**src/design/mic_pkg.sv**
```systemverilog
// ----------------------------------------------------------------------------
// mic_pkg
// Shared constants and helpers for the message identifier cipher.
// ----------------------------------------------------------------------------
package mic_pkg;

    localparam int ID_W        = 16;
    localparam int DEV_W       = 24;
    localparam int ROUNDS      = 32;
    localparam int NIBBLE_SPAN = 13;
    localparam int POS_W       = 4;

    localparam logic [3:0] SBOX [16] = '{
        4'h1, 4'h0, 4'hC, 4'h8, 4'hA, 4'h9, 4'hE, 4'h7,
        4'h3, 4'h5, 4'h4, 4'hB, 4'h2, 4'hF, 4'h6, 4'hD
    };

    typedef logic [ID_W-1:0] id_t;

    // substitute the nibble starting at bit pos
    function automatic id_t sub_nibble(input id_t v, input logic [POS_W-1:0] pos);
        id_t        mask;
        logic [3:0] nib;
        mask = id_t'(16'hF) << pos;
        nib  = 4'((v >> pos) & id_t'(16'hF));
        return (v & ~mask) | (id_t'(SBOX[nib]) << pos);
    endfunction

    // low byte: dev[7:0] ^ dev[23:16], high byte: dev[15:8]
    function automatic id_t make_key(input logic [DEV_W-1:0] dev);
        return {dev[15:8], dev[7:0] ^ dev[23:16]};
    endfunction

endpackage

```
**src/design/mic_round.sv**
```systemverilog
// ----------------------------------------------------------------------------
// mic_round
// One cipher round: substitute then XOR key (encode), or XOR key then
// substitute (decode).
// ----------------------------------------------------------------------------
module mic_round (
    input  mic_pkg::id_t               x_in,
    input  mic_pkg::id_t               key,
    input  logic [mic_pkg::POS_W-1:0]  enc_pos,
    input  logic [mic_pkg::POS_W-1:0]  dec_pos,
    input  logic                       decode,
    output mic_pkg::id_t               x_out
);
    import mic_pkg::*;

    always_comb begin
        if (decode) begin
            x_out = sub_nibble(x_in ^ key, dec_pos);
        end else begin
            x_out = sub_nibble(x_in, enc_pos) ^ key;
        end
    end

endmodule

```
**src/design/mic_core.sv**
```systemverilog
// ----------------------------------------------------------------------------
// mic_core
// Chain of 32 rounds shared by encode and decode; decode walks the
// nibble positions in reverse order.
// ----------------------------------------------------------------------------
module mic_core (
    input  mic_pkg::id_t x_in,
    input  mic_pkg::id_t key,
    input  logic         decode,
    output mic_pkg::id_t x_out
);
    import mic_pkg::*;

    id_t chain [ROUNDS+1];

    assign chain[0] = x_in;

    for (genvar i = 0; i < ROUNDS; i++) begin : g_round
        localparam logic [POS_W-1:0] EPOS = POS_W'(i % NIBBLE_SPAN);
        localparam logic [POS_W-1:0] DPOS = POS_W'((ROUNDS - 1 - i) % NIBBLE_SPAN);

        mic_round u_round (
            .x_in    (chain[i]),
            .key     (key),
            .enc_pos (EPOS),
            .dec_pos (DPOS),
            .decode  (decode),
            .x_out   (chain[i+1])
        );
    end

    assign x_out = chain[ROUNDS];

endmodule

```
**src/design/message_id_sbox_cipher.sv**
```systemverilog
// ----------------------------------------------------------------------------
// message_id_sbox_cipher
// Obscures 16-bit message identifiers with a keyed nibble-substitution cipher.
// ----------------------------------------------------------------------------
// Input stream (s_*): one transaction per request. s_tuser is the request
// type (0 = encode the next counter value, 1 = decode s_tdata coded id).
// Output stream (m_*): exactly one transaction per request, in order.
// Encode requests bump the 16-bit message counter at acceptance; the counter
// skips zero on wrap. Decode requests leave it unchanged.
// The result passes through the input register, 32 unrolled rounds and the
// result register.
// Throughput: one transaction per cycle while m_tready is high.
// When the receiver stalls, the result register and input register hold;
// s_tready drops only when both are full and m_tready is low.
// Reset (aresetn low, synchronous) empties the pipeline and clears the
// counter to zero.
// ----------------------------------------------------------------------------
module message_id_sbox_cipher (
    input  logic        aclk,
    input  logic        aresetn,
    input  logic        s_tvalid,
    output logic        s_tready,
    input  logic [39:0] s_tdata,   // device_id[23:0], coded_id[39:24]
    input  logic        s_tuser,   // req_type
    output logic        m_tvalid,
    input  logic        m_tready,
    output logic [31:0] m_tdata    // id_out[15:0], sequence_value[31:16]
);
    import mic_pkg::*;

    localparam logic REQ_ENCODE = 1'b0;

    logic         cnt_en;
    id_t          cnt_reg, cnt_next, cnt_inc;

    logic         st_valid_reg, st_valid_next;
    logic         st_dec_reg;
    id_t          st_x_reg, st_key_reg, st_seq_reg;

    logic         out_valid_reg, out_valid_next;
    id_t          out_id_reg, out_seq_reg;

    logic         out_ready, st_ready, s_accept, st_move;
    id_t          core_out;

    assign out_ready = !out_valid_reg || m_tready;
    assign st_ready  = !st_valid_reg || out_ready;
    assign s_tready  = st_ready;
    assign s_accept  = s_tvalid && st_ready;
    assign st_move   = st_valid_reg && out_ready;

    assign cnt_inc  = cnt_reg + id_t'(1);
    assign cnt_en   = s_accept && (s_tuser == REQ_ENCODE);
    assign cnt_next = (cnt_inc == '0) ? id_t'(1) : cnt_inc;

    always_comb begin
        st_valid_next = st_valid_reg;
        if (st_ready) begin
            st_valid_next = s_tvalid;
        end
        out_valid_next = out_valid_reg;
        if (out_ready) begin
            out_valid_next = st_valid_reg;
        end
    end

    always_ff @(posedge aclk) begin
        if (!aresetn) begin
            cnt_reg       <= '0;
            st_valid_reg  <= 1'b0;
            out_valid_reg <= 1'b0;
        end else begin
            if (cnt_en) begin
                cnt_reg <= cnt_next;
            end
            st_valid_reg  <= st_valid_next;
            out_valid_reg <= out_valid_next;
        end
    end

    always_ff @(posedge aclk) begin
        if (s_accept) begin
            st_dec_reg <= s_tuser;
            st_key_reg <= make_key(s_tdata[23:0]);
            st_x_reg   <= (s_tuser == REQ_ENCODE) ? cnt_next : s_tdata[39:24];
            st_seq_reg <= (s_tuser == REQ_ENCODE) ? cnt_next : cnt_reg;
        end
        if (st_move) begin
            out_id_reg  <= core_out;
            out_seq_reg <= st_seq_reg;
        end
    end

    mic_core u_core (
        .x_in   (st_x_reg),
        .key    (st_key_reg),
        .decode (st_dec_reg),
        .x_out  (core_out)
    );

    assign m_tvalid = out_valid_reg;
    assign m_tdata  = {out_seq_reg, out_id_reg};

endmodule
```
**config.mk**
```make
export PLATFORM = sky130hd
export DESIGN_NAME = message_id_sbox_cipher
export DESIGN_NICKNAME = d
export VERILOG_FILES = /design/src/design/mic_pkg.sv /design/src/design/mic_round.sv /design/src/design/mic_core.sv /design/src/design/message_id_sbox_cipher.sv
export SDC_FILE = /design/constraint.sdc
export NUM_CORES = 1
export LEC_CHECK = 0
export ABC_AREA = 1
export BUFFER_PORTS_ARGS = -buffer_cell sky130_fd_sc_hd__buf_2
export CORE_MARGIN = 2
export CORE_UTILIZATION = 38
export CTS_CLUSTER_DIAMETER = 40
export DETAILED_ROUTE_END_ITERATION = 8
export SLEW_MARGIN = 20
export SYNTH_ARGS = -nofsm -noshare
export SYNTH_HDL_FRONTEND = slang
export SYNTH_SLANG_ARGS = --single-unit
export TNS_END_PERCENT = 30
```
**constraint.sdc**
```tcl
create_clock -name aclk -period 37.9 [get_ports aclk]
set_clock_uncertainty 0.15 [all_clocks]
set_input_delay 11.37 -clock aclk [delete_from_list [all_inputs] [get_ports aclk]]
set_output_delay 11.37 -clock aclk [all_outputs]
set_load 0.1 [all_outputs]
```
* After elaboration in Yosys (flattened, before gate mapping)
Memory sizes are Yosys's and may differ from the RTL's. Cells that the tools add are included.
Word-level totals: ROM bits 4096, memories kept 64, bits in registers 99, logic and storage cells 503
Cells by class: add/subtract/negate cells 1, bitwise gates (word level) 194, magnitude comparators 64, multiplexer cells 163, reduce and logical (&&, ||, !) cells 8
Memory list:
- (no name shown) | words 16, bits a word 4, read ports 1, clocked after memory_dff 0, write ports 0, RTL line mic_pkg.sv:26 | return (v & ~mask) | (id_t'(SBOX[nib]) << pos);
- (no name shown) | words 16, bits a word 4, read ports 1, clocked after memory_dff 0, write ports 0, RTL line mic_pkg.sv:26
- (no name shown) | words 16, bits a word 4, read ports 1, clocked after memory_dff 0, write ports 0, RTL line mic_pkg.sv:26
- (no name shown) | words 16, bits a word 4, read ports 1, clocked after memory_dff 0, write ports 0, RTL line mic_pkg.sv:26
- (no name shown) | words 16, bits a word 4, read ports 1, clocked after memory_dff 0, write ports 0, RTL line mic_pkg.sv:26
- (no name shown) | words 16, bits a word 4, read ports 1, clocked after memory_dff 0, write ports 0, RTL line mic_pkg.sv:26
- 58 more memories
Operators by type and width (number):
- $xor 16x16->16 | 64
- $mux 16 | 35
- $mux 4 | 128
- $ge 5x5->1 const B | 64
- $not 4->5 | 64
- $or 16x4->16 | 6
- $or 16x5->16 | 6
- $or 16x6->16 | 6
- $or 16x7->16 | 6
- $or 16x8->16 | 6
- $or 16x9->16 | 6
- $or 12x16->16 | 4
- $or 16x10->16 | 4
- $or 16x11->16 | 4
- $or 16x12->16 | 4
- $or 16x13->16 | 4
- $or 16x14->16 | 4
- $or 16x15->16 | 4
- $add 16x1->16 const B | 1
- $logic_not 16->1 | 1
- $xor 8x8->8 | 1
- $logic_and 1x1->1 | 3
- $logic_not 1->1 | 2
- $logic_or 1x1->1 | 2
- $not 1->1 | 1

* Logic depth before layout (Yosys ltp)
depth in word-level cells 224, gate-level depth with buffers 298

* Modules after synthesis
Synthesis repeated with hierarchy kept, for this count alone.
Unflattened totals: cells, all modules 20786, area, all modules 100602.7 um2
By module, submodules not included:
- mic_round (u_core.g_round[11].u_round ...) | cells an instance 639, times used 30, seq. area each 0.0 um2, area an instance 3014.1 um2
- message_id_sbox_cipher | cells an instance 340, times used 1, seq. area each 2792.7 um2, area an instance 3922.5 um2
- mic_round (u_core.g_round[0].u_round) | cells an instance 639, times used 1, seq. area each 0.0 um2, area an instance 3196.8 um2
- mic_round (u_core.g_round[10].u_round) | cells an instance 635, times used 1, seq. area each 0.0 um2, area an instance 3051.7 um2
- mic_core | cells an instance 2, times used 1, seq. area each 0.0 um2, area an instance 7.5 um2

* Least setup slack after synthesis
OpenSTA, ideal clock, no wires.
path type reg-to-reg, start point register st_key_reg[5], end point register out_id_reg[6] (data pin), cell stages (with the launch flop) 260, arrival time 26821 ps, path slack 10672 ps, cells stage by stage edfxtp_1 buf_6 xor2_1 inv_1 ha_1 o21ai_1 nand3_1 nand2_1 nand2_1 nand2_2 inv_1 ha_1 nand3_1 nand2_1 nand2_1 nand3_1 nand2_1 nand2_1 [224 not listed] nand2_1 nand2_1 nand3_1 nand2_4 inv_1 ha_1 nand3_1 nand3_1 nand3_1 nand3_1 nand2_1 inv_1 ha_1 nand3_1 nand3_1 nand2_1 nand2_1 xor2_1
On the way: longest elaborated chain between the ends 224
Ends and longest elaborated chain:
- start, declared | RTL line message_id_sbox_cipher.sv:38 | id_t st_x_reg, st_key_reg, st_seq_reg;
- start signal, assigned | RTL line message_id_sbox_cipher.sv:84 | st_key_reg <= make_key(s_tdata[23:0]);
- $xor 16x16->16 | RTL line mic_round.sv:18 | x_out = sub_nibble(x_in ^ key, dec_pos);
- $not 4->5 (not written as such) | RTL line mic_pkg.sv:26
- $mem_v2 16x4
- $mux 4 (not written as such) (2 in series) | RTL line mic_pkg.sv:26
- $or 16x9->16 | RTL line mic_pkg.sv:26
- $mux 16 | RTL line mic_round.sv:17 | if (decode) begin
- $xor 16x16->16 | RTL line mic_round.sv:18
- $not 4->5 (not written as such) | RTL line mic_pkg.sv:26
- [207 not listed]
- $mux 16 * | RTL line mic_round.sv:17
- $not 4->5 (not written as such) | RTL line mic_pkg.sv:26
- $mem_v2 16x4
- $mux 4 (not written as such) (2 in series) | RTL line mic_pkg.sv:26
- $or 16x9->16 | RTL line mic_pkg.sv:26
- $xor 16x16->16 | RTL line mic_round.sv:20 | x_out = sub_nibble(x_in, enc_pos) ^ key;
- $mux 16 * | RTL line mic_round.sv:17
- net core_out[6] | RTL line message_id_sbox_cipher.sv:44 | id_t core_out;
- end signal, assigned | RTL line message_id_sbox_cipher.sv:89 | out_id_reg <= core_out;
- end, declared | RTL line message_id_sbox_cipher.sv:41 | id_t out_id_reg, out_seq_reg;
Mark *: on every way through the listed nets, which the timed path passes. The rest lies on a longest branch. The select of a mux whose other input is x is not followed. A chain may end at the register's enable or synchronous reset.

* Worst setup path after layout
Ends and elaborated chain as after synthesis.

==> metrics.md <==
| Metric | Value |
|---|---|
| Status | `finished, final reports clean` |
| Compound-Gate Fraction of Synth Area | `9.84%` |
| TNS Setup | `0 ns` |
| Initial antenna violation count | `1` |
| Fin nets | `4109` |
| Design area | `25000 µm²` |
| Synthesized area | `24100 µm²` |
| FFs w/ async S/R, synth | `0%` |
| DRT Pass-1 Iters | `5` |
| Number of synthesized register bits | `99` |
| Largest cells by area after synthesis | `ha_1, nand2_1, edfxtp_1, nand3_1, inv_1` |
| Final Critical Period | `32.34 ns` |
| WL/cell | `13.1 µm` |
| Worst slew pin tran | `0.855 ns` |
| Post-Synth Simple-Gate Area | `41.5%` |
| Total CTS buffers | `9` |
| Crit path largest cell delay | `0.48 ns` |
| Post-CTS setup buffers | `0` |
| Clock root cell | `clkbuf_16` |
| Die area | `65400 µm²` |
| First-pass GRT wire length | `98.2 mm` |
| CTS clk-pin slew, worst paths | `0.09 ns` |
| Clock Latency Late Sink | `0.40 ns` |
| Post-synthesis adder-cell area fraction | `23.3%` |
| Layout cell share with drive strength beyond 1 | `14.1%` |
| Final Slew Violations | `0` |
| Reg2Reg Setup Slack | `5.56 ns` |
| ANT cells | `0` |
| Final ANT Viol Nets | `0` |
| Die H | `256 µm` |
| Mapped Cells | `3598` |
| Final Routed Wirelength | `58.6 mm` |
| Final hold slack | `0.253 ns` |
| Worst r2r src | `st_key_reg[5]` |
| Initial Util | `38.3%` |
| Post-synthesis sequential area ratio | `11.6%` |
| Crit path max-delay family | `simple AND/OR/NAND/NOR gates` |
| Post_cts resized | `0` |
| Vias in the first global route | `19900` |
| Synthesis warning total | `0` |
| Top cells by count, synth | `nand2_1, nand3_1, ha_1` |
| Multiplexer share of the synthesized area | `0.0416%` |
| # rows | `92` |
| Avg Cell Area, Syn | `6.69 µm²` |
| RR Endpoint | `out_id_reg[6]` |
| EDFF count, synth | `81` |
| Area Growth Syn to Fin | `4.04%` |
| Max Cap Viol | `0` |
| Drt drc | `0` |
| Area after DPL | `24800 µm²` |
| Crit path buffers/inverters | `38` |
| Crit-path most repeated cell | `nand2_1` |
| Core area | `62900 µm²` |
| Final core occ | `39.8%` |
| # clock sinks | `99` |
| Critical path type | `flip-flop to flip-flop` |
| Dominant synthesized flop cell | `edfxtp_1` |
| Crit-path slowest cell | `xor2_1` |
| Syn_nets | `4092` |
| Crit end category | `flip-flop` |
| Gpl congestion | `0.862` |
| Max_slew headroom | `43.0%` |
| Tightest Hold Check Type | `flip-flop to flip-flop` |
| H-Tree Depth | `3` |
| Setup Viol. Count Final | `0` |
| DP Wirelength | `44.2 mm` |
| Top-count cell post-synth | `nand2_1` |
| GRT overflow | `0` |
| Largest net degree at the start of global routing | `87` |
| Worst Path Arrival | `32.34 ns` |
| DIE WIDTH | `256 µm` |
| Fin crit share | `85.3%` |
| Via count | `21900` |
| Hold Path Depth | `0` |
| Initial drt markers | `1318` |
| Hold Buf Count CTS | `0` |
| Top-area cell type share of the netlist area | `23.3%` |
| Largest family of logic cells by synthesized area | `simple AND/OR/NAND/NOR gates` |
| RSZ-0062 raised after global routing | `no` |
| CTS max path bufs | `2` |
| Worst Hold Launch | `st_seq_reg[1]` |
| Xor/xnor share of the synthesized area | `3.42%` |
| CP Launch Type | `flip-flop` |
| DR vias/cell | `4.90` |
| Unique masters post-synth | `61` |
| Port bufs | `78` |
| WP data required | `37.90 ns` |
| Final Hold Viols | `0` |
| # fillers | `6660` |
| Hold Crit Endpoint | `out_seq_reg[1]` |
| CTS tree | `built` |
| GRT Total Usage | `17.6%` |
| Reg2Reg Depth | `262` |
| Crit path max fanout | `27` |
| F_max | `0.0309 GHz` |
| Ports | `79` |
| Post-synth top area cell | `ha_1` |
## cell families after synthesis
logic type                 after synthesis
muxes                                    1
and+or+nand+nor                       2057
buffers and inverters                  491
xor gates and xnor gates                88
adders and majority gates              449
AOI/OAI and AO/OA                      413
DFF                                     99
## metrics by stage
step	worst slack, ns	cells
after floorplan	10.67	3598
after global placement	6.39	4450
after detailed placement	5.69	4450
after CTS	5.60	4466
after global routing	1.28	4466
final	5.56	4466
## how the worst max path moves through the flow
stage | startpoint | to | slack (ns) | depth (start not counted)
6_report | st_key_reg[5] | out_id_reg[6] | 5.56 | 262
5_1_grt | st_key_reg[5] | out_id_reg[7] | 1.28 | 265
4_1_cts | st_key_reg[5] | out_id_reg[6] | 5.60 | 262
3_5_place_dp | st_key_reg[5] | out_id_reg[6] | 5.69 | 262
3_3_place_gp | st_key_reg[5] | out_id_reg[7] | 6.39 | 264
2_1_floorplan | st_key_reg[5] | out_id_reg[6] | 10.67 | 259
## per-layer routing
metal | up-vias | global-route usage, % | routed length (µm)
met4 | 0 | 3.54 | 590
met1 | 9739 | 25.5 | 30500
li1 | 11800 | - | -
met5 | - | 0 | 0
met3 | 33 | 1.30 | 1860
met2 | 350 | 28.5 | 25700
## cell usage in the layout (no fill, tap or decap), types with 28 or more instances in the layout
| cell type | n |
|---|---|
| nand2_1 | 1091 |
| nor2_1 | 102 |
| inv_1 | 340 |
| nand3_1 | 479 |
| or2_2 | 28 |
| inv_2 | 43 |
| o211ai_1 | 57 |
| xor2_1 | 77 |
| o21ai_0 | 180 |
| nand2_2 | 138 |
| nand2_4 | 47 |
| a21oi_1 | 102 |
| nand3_2 | 97 |
| buf_2 | 78 |
| edfxtp_1 | 81 |
| ha_1 | 449 |
| nand3b_1 | 28 |
## worst reg2reg max path, delay by kind of cell, from the launching register on
family,cells,cell delay [ns]
adder cells (fa/ha/maj),30,7.31
XOR/XNOR,3,1.10
AO/OA/AOI/OAI,5,0.79
flip-flops,1,0.33
AND/OR/NAND/NOR,186,17.83
buffers and inverters,38,4.51
## cell type report
| type | count | area (µm²) | area share (%) |
|---|---|---|---|
| tap | 846 | 1060 | 4.23 |
| multi-input combinational | 3008 | 18800 | 75.2 |
| clock buffer | 10 | 229 | 0.915 |
| clock inverter | 6 | 53.8 | 0.215 |
| sequential | 99 | 2790 | 11.2 |
| timing repair buffer | 99 | 548 | 2.19 |
| inverter | 398 | 1530 | 6.10 |
Power is not shown: default switching activity piles up to over one toggle a cycle in this logic, so the estimate is an artifact.
